[config.mk]
export PLATFORM = sky130hd
export DESIGN_NAME = imu_sc_pipe_ctrl
export DESIGN_NICKNAME = d
export VERILOG_FILES = /design/src/imu_sc_pkg.sv /design/src/imu_sc_pipe_ctrl.sv
export SDC_FILE = /design/constraint.sdc
export NUM_CORES = 1
export LEC_CHECK = 0
export BUFFER_PORTS_ARGS = -buffer_cell sky130_fd_sc_hd__buf_2
export CAP_MARGIN = 20
export CORE_AREA = 2 2 39 41
export DETAILED_ROUTE_END_ITERATION = 12
export DIE_AREA = 0 0 41 43
export PLACE_DENSITY = 0.37
export SLEW_MARGIN = 5
export SYNTH_ARGS = -nofsm -noshare
export SYNTH_HDL_FRONTEND = slang
export SYNTH_SLANG_ARGS = --single-unit
[constraint.sdc]
create_clock -name clk -period 3 [get_ports clk]
set_input_delay 0 -clock clk [delete_from_list [all_inputs] [get_ports clk]]
set_output_delay 0 -clock clk [all_outputs]
set_load 0.05 [all_outputs]
[src/imu_sc_pkg.sv]
`timescale 1ns / 1ps
// Shared types, constants and fixed-point helpers for the IMU sample correction block.
// Depends on nothing; every other file imports it.
package imu_sc_pkg;

    // Store geometry and number format
    localparam int NUM_UNITS      = 8;
    localparam int FRAC_BITS      = 16;
    localparam int COEFS_PER_UNIT = 31;
    localparam int COEF_IX_W      = 5;
    localparam int UNIT_W         = 3;
    localparam int UNIT_AW        = (NUM_UNITS > 1) ? $clog2(NUM_UNITS) : 1;
    localparam int UNIT_IX_W      = (UNIT_AW > UNIT_W) ? UNIT_AW : UNIT_W;
    localparam int MASK_W         = 8;
    localparam int WORD_W         = 32;
    localparam int PROD_W         = 64;
    localparam int SUM_W          = 66;
    localparam int NUM_AXES       = 3;
    localparam int NUM_SOFT       = 9;
    localparam int NUM_STAGES     = 6;

    // Word layout within one unit
    localparam int IX_ACC_OFF = 0;
    localparam int IX_ACC_SCL = 3;
    localparam int IX_GYR_OFF = 6;
    localparam int IX_GYR_SCL = 9;
    localparam int IX_MAG_OFF = 12;
    localparam int IX_SOFT    = 15;
    localparam int IX_TREF    = 24;
    localparam int IX_TC_ACC  = 25;
    localparam int IX_TC_GYR  = 28;

    typedef logic signed [WORD_W-1:0] word_t;
    typedef logic signed [PROD_W-1:0] prod_t;
    typedef logic signed [SUM_W-1:0]  sum_t;

    typedef logic [COEFS_PER_UNIT-1:0][WORD_W-1:0] coef_row_t;
    typedef logic [COEFS_PER_UNIT-1:0]             coef_valid_t;

    typedef enum logic [1:0] {
        KIND_ACC  = 2'd0,
        KIND_GYR  = 2'd1,
        KIND_MAG  = 2'd2,
        KIND_NONE = 2'd3
    } kind_t;

    typedef enum logic {
        OP_SAMPLE = 1'b0,
        OP_COEF   = 1'b1
    } op_t;

    // Per-stage load enables and the output valid
    typedef struct packed {
        logic [NUM_STAGES-1:0] en;
        logic                  out_valid;
    } pipe_ctrl_t;

    localparam word_t Q_ONE    = word_t'(1 << FRAC_BITS);
    localparam word_t WORD_MAX = {1'b0, {(WORD_W-1){1'b1}}};
    localparam word_t WORD_MIN = {1'b1, {(WORD_W-1){1'b0}}};

    // Clamp a wide signed value to the 32-bit range
    function automatic word_t sat_sum(input sum_t v);
        word_t r;
        if ((&v[SUM_W-1:WORD_W-1]) || !(|v[SUM_W-1:WORD_W-1])) begin
            r = v[WORD_W-1:0];
        end else if (v[SUM_W-1]) begin
            r = WORD_MIN;
        end else begin
            r = WORD_MAX;
        end
        return r;
    endfunction

    // Saturating a - b
    function automatic word_t sub_sat(input word_t a, input word_t b);
        logic [WORD_W:0] d;
        d = {a[WORD_W-1], a} - {b[WORD_W-1], b};
        return sat_sum({{(SUM_W-WORD_W-1){d[WORD_W]}}, d});
    endfunction

    // Floor a product down by the fraction bits, then saturate
    function automatic word_t shift_sat(input prod_t p);
        prod_t s;
        s = p >>> FRAC_BITS;
        return sat_sum({{(SUM_W-PROD_W){s[PROD_W-1]}}, s});
    endfunction

    // Floor an exact sum of products down by the fraction bits, then saturate
    function automatic word_t sum_shift_sat(input sum_t v);
        sum_t s;
        s = v >>> FRAC_BITS;
        return sat_sum(s);
    endfunction

    // Value of a coefficient that was never written: unity scales, identity matrix
    function automatic word_t coef_reset(input int idx);
        word_t r;
        if ((idx >= IX_ACC_SCL && idx < IX_ACC_SCL + NUM_AXES) ||
            (idx >= IX_GYR_SCL && idx < IX_GYR_SCL + NUM_AXES) ||
            idx == IX_SOFT || idx == IX_SOFT + 4 || idx == IX_SOFT + 8) begin
            r = Q_ONE;
        end else begin
            r = '0;
        end
        return r;
    endfunction

endpackage

[src/imu_sc_pipe_ctrl.sv]
`timescale 1ns / 1ps
// Pipeline control: valid bit per stage and per-stage load enables that let bubbles close up.
// Depends on imu_sc_pkg.
module imu_sc_pipe_ctrl
    import imu_sc_pkg::*;
(
    input  logic       clk,
    input  logic       rst_n,
    input  logic       load_sample,
    input  logic       out_ready,
    output pipe_ctrl_t ctrl
);

    logic [NUM_STAGES-1:0] valid_reg;
    logic [NUM_STAGES-1:0] valid_next;
    logic [NUM_STAGES-1:0] en;

    // A stage loads when it is empty or its successor moves on
    always_comb
    begin
        en[NUM_STAGES-1] = !valid_reg[NUM_STAGES-1] || out_ready;
        for (int k = NUM_STAGES - 2; k >= 0; k--)
        begin
            en[k] = !valid_reg[k] || en[k+1];
        end
        valid_next[0] = load_sample;
        for (int k = 1; k < NUM_STAGES; k++)
        begin
            valid_next[k] = valid_reg[k-1];
        end
    end

    // Advance valid bits with the data
    always_ff @(posedge clk or negedge rst_n)
    begin
        if (!rst_n)
        begin
            valid_reg <= '0;
        end
        else
        begin
            for (int k = 0; k < NUM_STAGES; k++)
            begin
                if (en[k])
                begin
                    valid_reg[k] <= valid_next[k];
                end
            end
        end
    end

    assign ctrl.en        = en;
    assign ctrl.out_valid = valid_reg[NUM_STAGES-1];

endmodule

Yosys cells after proc, flatten, opt, wreduce, memory -nomap -nowiden

Index checks and enable logic that the tools add are counted.

Input bits: 4
Flip-flop bits (word level): 6
Output and inout bits: 7

Reductions and logical operators: 12

Operators by type and width:

| operator         | number |
|---|---|
| $logic_not 1->1  | 6 |
| $logic_or 1x1->1 | 6 |

Longest topological paths before layout

Depth after elaboration: 7
Depth in mapped cells: 3
Mapped depth without buffers: 2

Worst setup path before layout

No wires, ideal clock.

Kind: reg-to-output
From: reg valid_reg[5]
To: out ctrl[1] (netlist name)
Required time: 3.000 ns
Cell stages (with the launch flop): 4
Arrival: 1.149 ns
Setup slack: 1.851 ns
Cell sequence: dfrtp_1 > and4b_1 > buf_6 > nand4_1

RTL lines:

| element                           | RTL line               | text |
|---|---|---|
| from (decl)                       | imu_sc_pipe_ctrl.sv:14 | `logic [NUM_STAGES-1:0] valid_reg;` |
| from (signal, indexed assignment) | imu_sc_pipe_ctrl.sv:46 | `valid_reg[k] <= valid_next[k];` |
| to (decl)                         | imu_sc_pipe_ctrl.sv:11 | `output pipe_ctrl_t ctrl` |

==> metrics.md <==
| Metric | Value |
|---|---|
| Worst r2r dst | `valid_reg[0]` |
| Mapped Nets | `25` |
| Final Net Count | `40` |
| Top-count cell post-synth | `dfrtp_1` |
| WL final | `about 490 um` |
| Antenna-violating nets left | `0` |
| Initial antenna violation count | `0` |
| Synthesized area | `approximately 260 um2` |
| Max-cap violations | `0` |
| Storage element area | `about 150 um2` |
| DRC marker count from the first detailed-route iteration | `9` |
| CTS tree | `done` |
| Vias in the first global route | `189` |
| Slew Limit Headroom | `slightly above 80%` |
| Total GRT Usage | `between 6 and 7%` |
| Port buffer count | `10` |
| Power Density | `around 720 nW/um2` |
| R2R setup slack | `approximately 2.0 ns` |
| First-pass GRT wire length | `around 730 um` |
| Final core utilization | `between 20 and 30%` |
| Worst Hold Path EP | `valid_reg[4]` |
| Setup WS pre-CTS | `between 1.5 and 2 ns` |
| Status | `completed` |
| Setup WS post-layout | `~1.7 ns` |
| Hold_sp | `out_ready` |
| Number of flops mapped to enable cells by yosys | `0` |
| CTS Buf Count | `3` |
| DRC | `0` |
| Antenna diode count | `0` |
| Largest net degree at the start of global routing | `9` |
| Die area | `around 1800 um2` |
| Maximum clock insertion buffer count | `2` |
| Post-synth top cells | `dfrtp_1 (6), nand2b_1 (3)` |
| Cells after synthesis | `21` |
| Critical path class | `flop to output port` |
| Detailed-route via count | `a little over 200` |
| Largest register FFs | `6` |
| Worst skew pair latency | `0.24 ns` |
| Number of cell rows | `14` |
| CTS clk-pin slew, worst paths | `around 0.04 ns` |
| Max-slew violations | `0` |
| Starting Density | `a little under a fifth` |
| Crit path required time | `about 3 ns` |
| Placer Congestion | `0.569` |
| Die width | `between 40 and 50 um` |
| Unrepaired setup endpoints after global routing | `no` |
| I/O pin count | `11` |
| Root Driver | `clkbuf_4` |
| Peak VDD IR | `about 0.15 mV` |
| Pre-antenna DRT Iters | `3` |
| CTS resizes | `0` |
| Top-area cell type share of the netlist area | `between 50% and 60%` |
| Setup Viol. Count Final | `0` |
| Post-synth top flop | `dfrtp_1` |
| Synth async-reset ratio | `between 90% and 100%` |
| Setup tns final | `0 ns` |
| Total congestion overflow | `0` |
| R2R Path Start | `valid_reg[4]` |
| Vias per inst | `between 4 and 5` |
| Library cells used by synthesis | `14` |
| Peak fanout along the critical path | `8` |
| Worst Tran Pin Value | `0.266 ns` |
| LEAKAGE | `~0.16 nW` |
| Layout cell share with drive strength beyond 1 | `a little under two fifths` |
| Tcrit/Tclk final | `between 40% and 50%` |
| Die height | `about 43 um` |
| Total Power | `0.000253 W` |
| P&R area growth vs syn | `36.6%` |
| WL per Instance | `~10 um` |
| Clk sink count | `6` |
| FILL cells | `approximately 160` |
| Cell type with the largest total area after synthesis | `dfrtp_1` |
| Area of the multi-input gates | `between 80 and 90 um2` |
| Critical path startpoint category | `flop` |
| Syn Area/Cell | `between 10 and 15 um2` |
| Core area | `around 1400 um2` |
| #FFs+latches synth | `6` |
| R2R depth | `2` |
| Synth area leaders | `dfrtp_1 (59%), nand2b_1 (7.3%), buf_6 (4.4%)` |
| Critical path endpoint category | `output port` |
| CTS H-Tree Depth | `1` |
| Worst hold path class | `input pin to flop` |
| Register area share after synthesis | `between 50% and 60%` |
| Minimum clock period | `about 1.3 ns` |
| FMAX | `roughly 750 MHz` |
| Clock Skew | `0.000229 ns` |
| Yosys warning total | `0` |
| Final hold violation count | `0` |
| Arr. time, crit path | `between 1 and 1.5 ns` |
| Cell depth of the worst hold path | `3` |
power by group:
group,switching (W),leakage [nW],internal (W)
logic,0.0000570,0.0783,0.0000213
clock network,0.0000282,0.0138,0.0000452
registers,0.00000971,0.0631,0.0000920
logic make-up after synthesis:
logic type             after synthesis  synth area share [%]
AND/OR/NAND/NOR                      9                  22.4
flip-flops                           6                  58.5
AO/OA/AOI/OAI                        3                  10.2
buffers and inverters                3                  8.78
per-stage QoR:
step / area, um2 / hold WS [ns] / instances
4_1_cts: 350 / 0.0612 / 50
5_1_grt: 350 / 0.0846 / 50
3_5_place_dp: 308 / -0.170 / 45
2_1_floorplan: 256 / -0.296 / 21
3_3_place_gp: 308 / -0.173 / 45
6_report: 350 / 0.0734 / 50
area by class of cell:
class,count,share of cell area (%)
multi-input combinational,12,23.9
timing repair buffer,12,20.0
inverter,1,1.07
tap,16,5.71
sequential,6,42.9
clock buffer,3,6.43
per-layer routing:
metal  vias up  track usage [%]  wire length (um)
met5         -                0                 0
met4         0             6.00                 0
met3         0             4.71                55
met2         9             9.38               222
met1        99             6.56               209
li1         99                -                 -
repair_timing:
item / CTS / global route
endpoints found under the setup margin: 0 / 0
endpoints found under the hold margin: 7 / 0
buffers inserted: 0 / 0
hold buffers: 2 / 0
critical path, cell delays in order, from the launching register on:
cell and delay [ns]:
dfrtp_1 0.37, and4b_1 0.36, nand4_1 0.13, buf_2 0.23
layout by cell type, fill, tap and decap left out, drive strengths merged:
cell / Yosys / final
nand2: 1 / 1
a21o: 1 / 1
a31o: 1 / 1
dlygate4sd3: 0 / 2
nand3b: 1 / 1
and4b: 1 / 1
dfrtp: 6 / 6
nand4: 1 / 1
clkbuf: 0 / 3
nand2b: 3 / 3
or2: 1 / 1
a41o: 1 / 1
inv: 1 / 1
buf: 2 / 10
nand3: 1 / 1
how the worst max path moves through the flow:
stage	startpoint	to	slack, ns	cells after the start
after floorplan	valid_reg[5]	ctrl[1]	1.85	3
after global placement	valid_reg[5]	ctrl[1]	1.95	3
after detailed placement	valid_reg[5]	ctrl[1]	1.93	3
after CTS	valid_reg[5]	ctrl[1]	1.66	3
after global routing	valid_reg[5]	ctrl[1]	1.59	3
final	valid_reg[5]	ctrl[1]	1.68	3
(Power assumes the default switching activity.)
